<file path="config.mk">
export PLATFORM = sky130hd
export DESIGN_NAME = i2c_bitbang_master_sequencer_flat
export DESIGN_NICKNAME = d
export VERILOG_FILES = /design/src/i2cbb_pkg.sv /design/src/i2cbb_if.sv /design/src/i2c_bitbang_master_sequencer.sv /design/src/i2cbb_step.sv /design/src/i2cbb_sequencer.sv /design/src/flat_wrapper.sv
export SDC_FILE = /design/constraint.sdc
export NUM_CORES = 1
export LEC_CHECK = 0
export BUFFER_PORTS_ARGS = -buffer_cell sky130_fd_sc_hd__buf_2
export CAP_MARGIN = 30
export CORE_MARGIN = 2
export CORE_UTILIZATION = 35
export DETAILED_ROUTE_END_ITERATION = 8
export GPL_ROUTABILITY_DRIVEN = 0
export GPL_TIMING_DRIVEN = 0
export PLACE_DENSITY_LB_ADDON = 0.3
export SLEW_MARGIN = 20
export SYNTH_ARGS = -nofsm -noshare
export SYNTH_HDL_FRONTEND = slang
export SYNTH_SLANG_ARGS = --single-unit
</file>
<file path="constraint.sdc">
create_clock -name clk -period 2.3 [get_ports clk]
set_input_delay 0.46 -clock clk [delete_from_list [all_inputs] [get_ports clk]]
set_output_delay 0.46 -clock clk [all_outputs]
set_load 0.01 [all_outputs]
</file>
<file path="src/i2cbb_pkg.sv">
`timescale 1ns / 1ps
// i2cbb_pkg: shared constants, command codes and state types for the
// bit-level i2c master sequencer; no dependencies

package i2cbb_pkg;

  localparam int BITS_PER_BYTE = 8;
  localparam int BYTE_W        = 8;
  localparam int OP_W          = 3;
  localparam int STEP_W        = $clog2(3 * BITS_PER_BYTE);

  localparam logic [OP_W-1:0] OP_START    = 3'd0;
  localparam logic [OP_W-1:0] OP_STOP     = 3'd1;
  localparam logic [OP_W-1:0] OP_WRITE    = 3'd2;
  localparam logic [OP_W-1:0] OP_READ     = 3'd3;
  localparam logic [OP_W-1:0] OP_SEND_ACK = 3'd4;
  localparam logic [OP_W-1:0] OP_RECV_ACK = 3'd5;

  localparam logic [STEP_W-1:0] WRITE_LAST = STEP_W'(3 * BITS_PER_BYTE - 1);
  localparam logic [STEP_W-1:0] READ_LAST  = STEP_W'(2 * BITS_PER_BYTE);

  localparam logic [1:0] PH_DATA = 2'd0;
  localparam logic [1:0] PH_HIGH = 2'd1;
  localparam logic [1:0] PH_LOW  = 2'd2;

  typedef struct packed {
    logic [OP_W-1:0]   cmd;
    logic [STEP_W-1:0] step;
    logic [1:0]        phase;
    logic [BYTE_W-1:0] shift;
    logic              scl;
    logic              sda;
    logic              busy;
    logic [BYTE_W-1:0] rx_byte;
    logic              rx_ack;
  } engine_t;

  typedef struct packed {
    logic              cmd_valid;
    logic [OP_W-1:0]   operation;
    logic [BYTE_W-1:0] tx_byte;
    logic              ack_value;
    logic              sda_in;
  } tick_t;

  typedef struct packed {
    logic              scl;
    logic              sda_out;
    logic              busy_res;
    logic              done_res;
    logic [BYTE_W-1:0] rx_byte;
    logic              rx_ack;
  } result_t;

endpackage

</file>
<file path="src/i2cbb_if.sv">
`timescale 1ns / 1ps
// i2cbb_in_if and i2cbb_out_if: valid/ready channels for tick requests
// and results; depends on i2cbb_pkg

interface i2cbb_in_if;
  import i2cbb_pkg::*;

  logic              valid;
  logic              ready;
  logic              cmd_valid;
  logic [OP_W-1:0]   operation;
  logic [BYTE_W-1:0] tx_byte;
  logic              ack_value;
  logic              sda_in;

  modport source (
    output valid, cmd_valid, operation, tx_byte, ack_value, sda_in,
    input  ready
  );
  modport sink (
    input  valid, cmd_valid, operation, tx_byte, ack_value, sda_in,
    output ready
  );
endinterface

interface i2cbb_out_if;
  import i2cbb_pkg::*;

  logic              valid;
  logic              ready;
  logic              scl;
  logic              sda_out;
  logic              busy_res;
  logic              done_res;
  logic [BYTE_W-1:0] rx_byte;
  logic              rx_ack;

  modport source (
    output valid, scl, sda_out, busy_res, done_res, rx_byte, rx_ack,
    input  ready
  );
  modport sink (
    input  valid, scl, sda_out, busy_res, done_res, rx_byte, rx_ack,
    output ready
  );
endinterface

</file>
<file path="src/i2c_bitbang_master_sequencer.sv">
`timescale 1ns / 1ps
// i2c_bitbang_master_sequencer: top level, one result per tick request
// path: an accepted request goes to the request register, then through the step logic into the result register on res
// throughput: one request per cycle, set by the single step path between
// the request register and the result register; a stalled res stalls req
// reset: scl and sda released high, engine idle, received byte and ack zero
// depends on i2cbb_pkg, i2cbb_if and i2cbb_sequencer

module i2c_bitbang_master_sequencer (
  input logic         clk,
  input logic         rst,
  i2cbb_in_if.sink    req,
  i2cbb_out_if.source res
);
  import i2cbb_pkg::*;

  tick_t   req_tick;
  result_t res_data;

  assign req_tick.cmd_valid = req.cmd_valid;
  assign req_tick.operation = req.operation;
  assign req_tick.tx_byte   = req.tx_byte;
  assign req_tick.ack_value = req.ack_value;
  assign req_tick.sda_in    = req.sda_in;

  i2cbb_sequencer u_seq (
    .clk       (clk),
    .rst       (rst),
    .req_valid (req.valid),
    .req_ready (req.ready),
    .req_tick  (req_tick),
    .res_valid (res.valid),
    .res_ready (res.ready),
    .res_data  (res_data)
  );

  assign res.scl      = res_data.scl;
  assign res.sda_out  = res_data.sda_out;
  assign res.busy_res = res_data.busy_res;
  assign res.done_res = res_data.done_res;
  assign res.rx_byte  = res_data.rx_byte;
  assign res.rx_ack   = res_data.rx_ack;

endmodule

</file>
<file path="src/i2cbb_step.sv">
`timescale 1ns / 1ps
// i2cbb_step: one pin step of the bus sequence, from engine state and one
// tick to the next engine state and the tick's result; depends on i2cbb_pkg

module i2cbb_step (
  input  i2cbb_pkg::engine_t cur,
  input  i2cbb_pkg::tick_t   tick,
  output i2cbb_pkg::engine_t nxt,
  output i2cbb_pkg::result_t res
);
  import i2cbb_pkg::*;

  engine_t st;
  logic    last;
  logic    done;

  always_comb begin
    st   = cur;
    last = 1'b0;
    done = 1'b0;

    if (!cur.busy && tick.cmd_valid && tick.operation <= OP_RECV_ACK) begin
      st.cmd   = tick.operation;
      st.step  = '0;
      st.phase = PH_DATA;
      st.busy  = 1'b1;
      if (tick.operation == OP_WRITE) begin
        st.shift = tick.tx_byte;
      end
    end

    if (st.busy) begin
      case (st.cmd)
        OP_START: begin
          case (st.step)
            STEP_W'(0): st.sda = 1'b1;
            STEP_W'(1): st.scl = 1'b1;
            STEP_W'(2): st.sda = 1'b0;
            default:    st.scl = 1'b0;
          endcase
          last = (st.step >= STEP_W'(3));
        end
        OP_STOP: begin
          case (st.step)
            STEP_W'(0): st.sda = 1'b0;
            STEP_W'(1): st.scl = 1'b1;
            default:    st.sda = 1'b1;
          endcase
          last = (st.step >= STEP_W'(2));
        end
        OP_WRITE: begin
          case (st.phase)
            PH_DATA: st.sda = st.shift[BYTE_W-1];
            PH_HIGH: st.scl = 1'b1;
            default: begin
              st.scl   = 1'b0;
              st.shift = {st.shift[BYTE_W-2:0], 1'b0};
            end
          endcase
          last = (st.step >= WRITE_LAST);
        end
        OP_READ: begin
          if (st.step == '0) begin
            st.sda   = 1'b1;
            st.shift = '0;
          end else if (st.step[0]) begin
            st.scl = 1'b1;
          end else begin
            st.shift = {st.shift[BYTE_W-2:0], tick.sda_in};
            st.scl   = 1'b0;
          end
          last = (st.step >= READ_LAST);
          if (last) begin
            st.rx_byte = st.shift;
          end
        end
        OP_SEND_ACK: begin
          case (st.step)
            STEP_W'(0): st.sda = tick.ack_value;
            STEP_W'(1): st.scl = 1'b1;
            default:    st.scl = 1'b0;
          endcase
          last = (st.step >= STEP_W'(2));
        end
        OP_RECV_ACK: begin
          case (st.step)
            STEP_W'(0): st.sda = 1'b1;
            STEP_W'(1): st.scl = 1'b1;
            default: begin
              st.rx_ack = tick.sda_in;
              st.scl    = 1'b0;
            end
          endcase
          last = (st.step >= STEP_W'(2));
        end
        default: last = 1'b1;
      endcase

      if (last) begin
        st.busy  = 1'b0;
        st.step  = '0;
        st.phase = PH_DATA;
        done     = 1'b1;
      end else begin
        st.step  = st.step + STEP_W'(1);
        st.phase = (st.phase == PH_LOW) ? PH_DATA : st.phase + 2'd1;
      end
    end
  end

  assign nxt          = st;
  assign res.scl      = st.scl;
  assign res.sda_out  = st.sda;
  assign res.busy_res = st.busy;
  assign res.done_res = done;
  assign res.rx_byte  = st.rx_byte;
  assign res.rx_ack   = st.rx_ack;

endmodule

</file>
<file path="src/i2cbb_sequencer.sv">
`timescale 1ns / 1ps
// i2cbb_sequencer: request register, engine state and result register
// around the step logic; depends on i2cbb_pkg and i2cbb_step

module i2cbb_sequencer (
  input  logic                clk,
  input  logic                rst,
  input  logic                req_valid,
  output logic                req_ready,
  input  i2cbb_pkg::tick_t    req_tick,
  output logic                res_valid,
  input  logic                res_ready,
  output i2cbb_pkg::result_t  res_data
);
  import i2cbb_pkg::*;

  logic    tick_v;
  tick_t   tick;
  engine_t eng;
  engine_t eng_next;
  result_t result_next;
  logic    advance;

  i2cbb_step u_step (
    .cur  (eng),
    .tick (tick),
    .nxt  (eng_next),
    .res  (result_next)
  );

  assign advance   = tick_v && (!res_valid || res_ready);
  assign req_ready = !tick_v || advance;

  always_ff @(posedge clk) begin
    if (rst) begin
      tick_v <= 1'b0;
    end else if (req_ready) begin
      tick_v <= req_valid;
    end
  end

  always_ff @(posedge clk) begin
    if (req_ready && req_valid) begin
      tick <= req_tick;
    end
  end

  always_ff @(posedge clk) begin
    if (rst) begin
      eng.cmd     <= OP_START;
      eng.step    <= '0;
      eng.phase   <= PH_DATA;
      eng.shift   <= '0;
      eng.scl     <= 1'b1;
      eng.sda     <= 1'b1;
      eng.busy    <= 1'b0;
      eng.rx_byte <= '0;
      eng.rx_ack  <= 1'b0;
    end else if (advance) begin
      eng <= eng_next;
    end
  end

  always_ff @(posedge clk) begin
    if (rst) begin
      res_valid <= 1'b0;
    end else if (advance) begin
      res_valid <= 1'b1;
    end else if (res_ready) begin
      res_valid <= 1'b0;
    end
  end

  always_ff @(posedge clk) begin
    if (advance) begin
      res_data <= result_next;
    end
  end

endmodule
</file>
<file path="src/flat_wrapper.sv">
// flat-port wrapper written by rule: the top's interface ports become plain ports
module i2c_bitbang_master_sequencer_flat import i2cbb_pkg::*;
  (clk, rst, req_valid, req_cmd_valid, req_operation, req_tx_byte, req_ack_value, req_sda_in, req_ready, res_valid, res_scl, res_sda_out, res_busy_res, res_done_res, res_rx_byte, res_rx_ack, res_ready);
  i2cbb_in_if req_i ();
  i2cbb_out_if res_i ();
  input logic clk;
  input logic rst;
  input wire logic [$bits(req_i.valid)-1:0] req_valid;
  input wire logic [$bits(req_i.cmd_valid)-1:0] req_cmd_valid;
  input wire logic [$bits(req_i.operation)-1:0] req_operation;
  input wire logic [$bits(req_i.tx_byte)-1:0] req_tx_byte;
  input wire logic [$bits(req_i.ack_value)-1:0] req_ack_value;
  input wire logic [$bits(req_i.sda_in)-1:0] req_sda_in;
  output wire logic [$bits(req_i.ready)-1:0] req_ready;
  output wire logic [$bits(res_i.valid)-1:0] res_valid;
  output wire logic [$bits(res_i.scl)-1:0] res_scl;
  output wire logic [$bits(res_i.sda_out)-1:0] res_sda_out;
  output wire logic [$bits(res_i.busy_res)-1:0] res_busy_res;
  output wire logic [$bits(res_i.done_res)-1:0] res_done_res;
  output wire logic [$bits(res_i.rx_byte)-1:0] res_rx_byte;
  output wire logic [$bits(res_i.rx_ack)-1:0] res_rx_ack;
  input wire logic [$bits(res_i.ready)-1:0] res_ready;
  assign req_i.valid = req_valid;
  assign req_i.cmd_valid = req_cmd_valid;
  assign req_i.operation = req_operation;
  assign req_i.tx_byte = req_tx_byte;
  assign req_i.ack_value = req_ack_value;
  assign req_i.sda_in = req_sda_in;
  assign req_ready = req_i.ready;
  assign res_valid = res_i.valid;
  assign res_scl = res_i.scl;
  assign res_sda_out = res_i.sda_out;
  assign res_busy_res = res_i.busy_res;
  assign res_done_res = res_i.done_res;
  assign res_rx_byte = res_i.rx_byte;
  assign res_rx_ack = res_i.rx_ack;
  assign res_i.ready = res_ready;
  i2c_bitbang_master_sequencer u_core (.clk(clk), .rst(rst), .req(req_i), .res(res_i));
endmodule
</file>
After elaboration in Yosys (flattened, before gate mapping)

Cells that the tools add are included.

Flip-flop bits (word level): 59

Add/sub/neg operators: 2
Order comparisons: 5
Equal/unequal tests: 10
Multiplexer cells: 32
Reductions and logical operators: 17

Operators by type and width:

| operator                                                          | count |
|---|---|
| two-way mux 8 bit                                                 | 6 |
| two-way mux 27 bit                                                | 1 |
| two-way mux 18 bit                                                | 1 |
| one-hot mux 8 bit (2 select lines)                                | 1 |
| two-way mux 1 bit                                                 | 14 |
| one-hot mux 2 bit (6 select lines)                                | 1 |
| greater-or-equal comparator 5 x 2 -> 1 bit, second input constant | 2 |
| greater-or-equal comparator 5 bit, second input constant          | 2 |
| one-hot mux 1 bit (2 select lines)                                | 5 |
| == test 3 x 2 -> 1 bit, second input constant                     | 3 |
| two-way mux 7 bit                                                 | 1 |
| == test 3 bit, second input constant                              | 2 |
| OR reduction 2 bit                                                | 3 |
| adder 5 x 1 -> 5 bit, second input constant                       | 1 |
| == test 5 x 1 -> 1 bit, second input constant                     | 1 |
| == test 5 x 2 -> 1 bit, second input constant                     | 1 |
| logical NOT 5 bit                                                 | 1 |
| logical AND 1 bit                                                 | 4 |
| one-hot mux 1 bit (4 select lines)                                | 1 |
| == test 3 x 1 -> 1 bit, second input constant                     | 1 |
| less-or-equal comparator 3 bit, second input constant             | 1 |
| logical NOT 1 bit                                                 | 3 |
| logical NOT 3 bit                                                 | 1 |
| OR reduction 3 bit                                                | 1 |
| 7 further kinds                                                   | 8 |

Logic depth before layout (Yosys ltp)

Gate-level depths: netlist of the first run.

Word-level depth: 10
Depth in mapped cells: 8
Mapped depth without buffers: 7

Cells and area by module

Synthesis of the first run repeated with hierarchy kept, for this count alone.

Cells, all modules: 358
Area total of the unflattened synthesis: 3528.4 um^2

By module, submodules not included:

| module          | times used | cells each | area each (um^2) |
|---|---|---|---|
| i2cbb_sequencer | 1          | 168        | 2263.4 |
| i2cbb_step      | 1          | 190        | 1265.0 |

Worst setup path before layout of the first run

No wires, ideal clock.

Path kind: reg-to-reg
Start point: register u_core.u_seq.eng[26] in the netlist's numbering
End point: register u_core.u_seq.res_data[11] (netlist name)
Setup time: 0.261 ns
Arrival: 2.054 ns
Data required time: 2.039 ns
Setup slack: -0.015 ns
Stages on the path, launching flop included: 7
Path buffers: 0
Period minus slack after synthesis: 2.315 ns
Path through: dfxtp_1 or4_4 or2_0 or4_1 o311ai_1 a31oi_1 o32a_1

RTL lines:

| element                | line                  | RTL |
|---|---|---|
| start, declared        | i2cbb_sequencer.sv:19 | `engine_t eng;` |
| start signal, assigned | i2cbb_sequencer.sv:60 | `eng <= eng_next;` |

==> results of run 1 <==
==> timing repair <==
action	CTS	global route
hold buffers	0	0
gates cloned	0	0
endpoints found under the setup margin	37	38
setup buffers	5	5
gates resized for setup	13	24
pin swaps	5	0
==> layer usage <==
metal / vias up / routed length, um / GRT usage
met5: - / 0 / 0
met4: 0 / 216 / 0.0791
met3: 22 / 524 / 0.0345
met2: 142 / 3820 / 0.259
met1: 1338 / 3750 / 0.241
li1: 1366 / - / -
==> path summary, 6_finish.rpt <==
path                                                   to                  from  slack [ps]
worst min register to register        u_core.u_seq.eng[0]   u_core.u_seq.eng[0]         470
worst min-delay path                u_core.u_seq.tick[12]      req_operation[2]         290
worst max register to register  u_core.u_seq.res_data[11]  u_core.u_seq.eng[23]         -90
worst max-delay path            u_core.u_seq.res_data[11]  u_core.u_seq.eng[23]         -90
==> per-stage QoR <==
step / power (mW) / hold slack, ps / setup TNS, ps / area (um2) / instances
2_1_floorplan: 1.35 / 433 / 0 / 3070 / 335
3_3_place_gp: 1.43 / 437 / -12130 / 3360 / 474
3_5_place_dp: 1.44 / 467 / -4040 / 3360 / 474
4_1_cts: 2.60 / 277 / -404 / 3660 / 494
5_1_grt: 2.71 / 269 / -736 / 3780 / 498
6_report: 2.61 / 288 / -126 / 3780 / 498
==> flip-flops by register name, summed over array words and instances, names as in the netlist <==
signal / flops
u_core.u_seq.tick: 14
u_core.u_seq.res_valid: 1
u_core.u_seq.tick_v: 1
u_core.u_seq.res_data: 13
u_core.u_seq.eng: 30
==> cell families after synthesis <==
family / count (synthesis) / share of synthesized area
flops: 59 / 0.474
xor+xnor: 1 / 0.00286
simple gates: 134 / 0.221
buf+inv: 23 / 0.0282
compound gates: 102 / 0.221
mux: 16 / 0.0531
==> synth_stat cells, types with 2 or more instances <==
master     count
a2111oi_0      4
a211o_1        2
a211oi_1      10
a21oi_1       31
a311o_1        2
a311oi_1       2
a31oi_1        6
a32oi_1        2
and2_1         6
buf_1          2
clkbuf_1      19
dfxtp_1       32
edfxtp_1      27
inv_1          2
mux2_2         2
mux2i_1       14
nand2_1       22
nand2b_1       7
nand3_1       12
nand3b_1       8
nand4_1        5
nor2_1        48
nor2_2         2
nor2b_1        5
nor3_1         4
nor3b_1        3
o211ai_1       3
o21ai_0       13
o22ai_1        7
o31ai_1        7
o32a_1         2
or2_2          3
or3b_2         2
==> power groups by stage <==
stage	clock (mW)	sequential [mW]	combinational [mW]
6_report	1.15	1.17	0.293
5_1_grt	1.23	1.17	0.315
4_1_cts	1.18	1.16	0.259
3_5_place_dp	0	1.19	0.248
3_3_place_gp	0	1.19	0.246
2_1_floorplan	0	1.19	0.164
==> cell type report <==
type	instances	area, um2	share of cell area
well taps	108	135	0.0357
repair buffers	41	234	0.0619
plain buffers	19	78.8	0.0208
inverters	2	7.51	0.00199
clock inverters	4	97.6	0.0258
multi-input cells	253	1630	0.430
clock buffers	12	145	0.0384
flip-flops and latches	59	1460	0.385
==> critical path, delay by kind of cell, from the launching register on <==
| kind | cells | cell delay [ps] |
|---|---|---|
| flops | 1 | 360 |
| compound gates | 3 | 560 |
| simple gates | 3 | 1230 |
==> impl_metrics.json, run 1 <==
{
  "status": "finished with violations",
  "violations": "negative setup slack",
  "cts_tree": "done",
  "combPwrFrac": 0.112,
  "ys_seq_area_frac": 0.474,
  "setup_slack_ps": -92.8,
  "synth_ff_type": "dfxtp_1",
  "synthTopCellsByArea": "edfxtp_1 26%, dfxtp_1 21%, nor2_1 5.9%, a21oi_1 5.1%, mux2i_1 4.6%",
  "mappedNetlistArea_um2": 3060,
  "portBuffers": 31,
  "cts_max_level": 3,
  "avgRoutedWirePerCell_um": 16.7,
  "final_common_cell": "nor2_1",
  "worst-path-max-fanout": 7,
  "die-area_um2": 9520,
  "grt_first_pass_wirelength_mm": 13.3,
  "rsz0062_at_grt": "true",
  "rr_worst_depth": 6,
  "first_iter_violations": 277,
  "die_height_um": 97.6,
  "cellLeakagePower_nw": 1.29,
  "p_sw_mw": 0.615,
  "tightest_slew_ps": 785,
  "avgSynthCellArea_um2": 9.15,
  "clock-sinks": 59,
  "io_pins": 33,
  "antenna_cells": 0,
  "clk_pin_slew_ps": 70,
  "grt_usage": 0.173,
  "cp.arrival_ps": 2480,
  "syn_inst": 335,
  "hold_path_class": "in2reg",
  "num-fill-cells": 851,
  "layout-drive-gt1-share": 0.226,
  "max-vdd-ir-drop_mv": 0.226,
  "finalCriticalPeriod_ps": 2390,
  "fmax_mhz": 418,
  "initial_utilization": 0.357,
  "clkPwrFrac": 0.441,
  "grt-ovfl-total": 0,
  "power_density_nw_per_um2": 691,
  "maxCapViolCount": 0,
  "slowest_delay_ps": 550,
  "final-setup-viol-count": 3,
  "firstDrtPassIters": 5,
  "cts.path.max_buffers": 2,
  "relSlewSlack": 0.473,
  "row_count": 34,
  "wl_mm": 8.31,
  "area_growth_pct": 23.4,
  "die_w_um": 97.6,
  "p_seq_frac": 0.447,
  "vias": 2868,
  "fin_util": 0.440,
  "skew_ps": 9.39,
  "core-area_um2": 8590,
  "synth_top_area_share": 0.265,
  "maxSlewViolCount": 0,
  "pre_cts_slack_ps": -406,
  "crit_top_cell": "or4_4",
  "path_class": "reg2reg",
  "p_int_mw": 2.00,
  "crit_path_start_kind": "flip-flop",
  "nets": 403,
  "via_per_inst": 5.76,
  "grt_antenna_before_repair": 0,
  "synth-edff-count": 27,
  "final_cell_mix": "47 x nor2_1, 32 x buf_2, 30 x dfxtp_1",
  "p_sw_frac": 0.236,
  "ctsRootBufferMaster": "clkbuf_8",
  "synth_seq_cells": 59,
  "finalHoldViolations": 0,
  "cts_buffers": 9,
  "first_global_vias": 2619,
  "place.detailed.hpwl_mm": 5.72,
  "grt_max_degree": 23,
  "yosys.area.top_type": "edfxtp_1",
  "yosysWarnings": 0,
  "drcViolationCount": 0,
  "clkLatencyLatePin_ps": 340,
  "ant_nets": 0,
  "crit_path_end_kind": "flip-flop",
  "synthArstFlopShare": 0,
  "fin_crit_sh": 1.04,
  "hold_depth": 1,
  "path_cells": "or4_4 > or2_1 > or4_4 > o311ai_2 > a31oi_1 > o32a_1",
  "yosys.cell_types.count": 52,
  "slowest_stage": "or4_4",
  "synth_fp_nets": 353,
  "crit_required_ps": 2380
}
(Power assumes the default switching activity.)
==> inputs of run 2 (changes only) <==
SYNTH_HIERARCHICAL = 1   (was unset)
==> impl_metrics.json, run 2 <==
{
  "synth_top_cells_by_count": "58 x nand2b_1, 40 x mux2i_1, 32 x dfxtp_1",
  "power_density_nw_per_um2": 576,
  "die_w_um": 104,
  "finalCriticalPeriod_ps": 2280,
  "synthTopCellsByArea": "edfxtp_1 23%, dfxtp_1 18%, mux2i_1 11%, nand2b_1 10%, nor2_1 3.1%",
  "grt_usage": 0.154,
  "timing.rr.start": "u_core/u_seq/tick[10]",
  "io_pins": 33,
  "nets": 436,
  "avgSynthCellArea_um2": 9.86,
  "worst-path-buf-inv": 2,
  "reg2reg_to": "u_core/u_seq/res_data[2]",
  "grt_antenna_before_repair": 0,
  "path_class": "reg2reg",
  "synthMostInstantiatedCell": "nand2b_1",
  "via_per_inst": 5.04,
  "clock-sinks": 59,
  "ys_seq_area_frac": 0.411,
  "hold_buffers": 0,
  "setup_slack_ps": 24.9,
  "grt-ovfl-total": 0,
  "design_area_um2": 4440,
  "ant_nets": 0,
  "final_common_cell": "nand2b_1",
  "top_regs": "u_core/u_seq/eng (30), u_core/u_seq/tick (14), u_core/u_seq/res_data (13)",
  "crit_path_end_kind": "flip-flop",
  "worstHoldStart": "req_tx_byte[6]",
  "yosys.cell_types.count": 62,
  "core-area_um2": 9770,
  "syn_inst": 358,
  "slowest_stage": "edfxtp_1",
  "ctsRootBufferMaster": "clkbuf_8",
  "cts_tree": "done",
  "crit_path_start_kind": "flip-flop",
  "placed_area_um2": 3850,
  "portBuffers": 31,
  "max-vdd-ir-drop_mv": 0.273,
  "cts.path.max_buffers": 2,
  "fin_crit_sh": 0.989,
  "clkLatencyLatePin_ps": 350,
  "clk_pin_slew_ps": 70,
  "crit_path_start": "u_core/u_seq/tick[10]",
  "slowest_delay_ps": 500,
  "final_cell_mix": "58 x nand2b_1, 33 x buf_2, 32 x mux2i_1",
  "layout-drive-gt1-share": 0.329,
  "finalHoldViolations": 0,
  "vias": 2801,
  "final-setup-viol-count": 0,
  "num-fill-cells": 923,
  "pre_cts_slack_ps": -130,
  "largest_register_ffs": 30,
  "first_iter_violations": 294,
  "status": "finished clean",
  "wl_mm": 8.41,
  "relSlewSlack": 0.462,
  "area_growth_pct": 26.0,
  "avgRoutedWirePerCell_um": 15.1,
  "synth-edff-count": 27,
  "fin_util": 0.455,
  "die-area_um2": 10900,
  "largest-register": "u_core/u_seq/eng",
  "yosysWarnings": 6,
  "rsz0062_at_grt": "true",
  "rr_worst_depth": 7,
  "yosys.area.top_type": "edfxtp_1",
  "path_delay_family": "multiplexers",
  "path_cells": "nor4b_4 > buf_6 > mux2i_2 > nand2b_1 > a21oi_4 > mux2_4 > buf_4",
  "synth_fp_nets": 376,
  "worst-path-max-fanout": 5,
  "hold_path_class": "in2reg",
  "firstDrtPassIters": 4,
  "antenna_cells": 0,
  "cts_buffers": 9,
  "synth_top_area_share": 0.230,
  "synth_ff_type": "dfxtp_1",
  "grt_first_pass_wirelength_mm": 13.3,
  "worstSetupEndpoint": "u_core/u_seq/res_data[2]",
  "skew_ps": 11.4,
  "place.detailed.hpwl_mm": 5.63,
  "fmax_mhz": 440,
  "crit_required_ps": 2400,
  "worst_hold_slack_ps": 280,
  "row_count": 36,
  "drcViolationCount": 0,
  "cp_num_cells": 7,
  "initial_utilization": 0.361,
  "first_global_vias": 2674,
  "cts_max_level": 3,
  "synthArstFlopShare": 0,
  "grt_max_degree": 23,
  "die_height_um": 104,
  "cellLeakagePower_nw": 1.60,
  "synth_seq_cells": 59,
  "maxSlewViolCount": 0,
  "rrSetupSlack_ps": 20,
  "tightest_slew_ps": 807,
  "cp.arrival_ps": 2380,
  "maxCapViolCount": 0,
  "mappedNetlistArea_um2": 3530
}
==> run 2: worst min path at each step <==
stage / to / slack, ps / cells past startpoint
6_report: u_core/u_seq/tick[8] / 280 / 1
2_1_floorplan: u_core/u_seq/eng[0] / 450 / 2
3_5_place_dp: u_core/u_seq/eng[17] / 460 / 2
4_1_cts: u_core/u_seq/tick[8] / 270 / 1
5_1_grt: u_core/u_seq/tick[8] / 270 / 1
3_3_place_gp: u_core/u_seq/eng[1] / 450 / 2
==> run 2: cell families after synthesis <==
| group | count (synthesis) | share of synthesized area |
|---|---|---|
| AOI/OAI and AO/OA | 62 | 0.128 |
| xor gates and xnor gates | 1 | 0.00248 |
| buffers and inverters | 40 | 0.0784 |
| DFF | 59 | 0.411 |
| muxes | 46 | 0.133 |
| and+or+nand+nor | 150 | 0.248 |
==> run 2: stage by stage <==
step | instances | TNS [ps] | total power, mW
2_1_floorplan | 358 | 0 | 1.39
3_3_place_gp | 522 | -414 | 1.47
3_5_place_dp | 522 | -598 | 1.48
4_1_cts | 543 | -22.7 | 2.55
5_1_grt | 556 | -495 | 2.68
6_report | 556 | 0 | 2.56
==> run 2: worst register-to-register path, stage by stage, from the launching register on <==
cell and delay [ps]:
edfxtp_1 500, nor4b_4 370, buf_6 200, mux2i_2 300, nand2b_1 190, a21oi_4 80, mux2_4 280, buf_4 130
==> run 2: timing repair <==
action | in CTS | in global routing
resized for setup | 6 | 44
pin swaps | 1 | 8
cloned | 0 | 1
setup endpoints to repair | 16 | 36
setup buffers | 5 | 13
==> run 2: area by class of cell <==
type	count	area (um2)	area share
Buffer	33	254	0.0572
Sequential cell	59	1450	0.327
Clock buffer	11	141	0.0318
Clock inverter	5	77.6	0.0175
Timing Repair Buffer	50	314	0.0707
Inverter	6	22.5	0.00507
Multi-Input combinational cell	259	2020	0.454
Tap cell	133	166	0.0374
==> run 2: per-layer routing <==
layer | global-route usage | routed length, um
met1 | 0.196 | 3820
met3 | 0.0320 | 478
met5 | 0 | 0
met4 | 0.0753 | 216
met2 | 0.248 | 3900
==> run 2: report_power, final <==
group          internal [mW]  switching [mW]  leakage, nW
combinational          0.158           0.189        0.983
clock                  0.636           0.414        0.109
sequential              1.13          0.0281        0.511
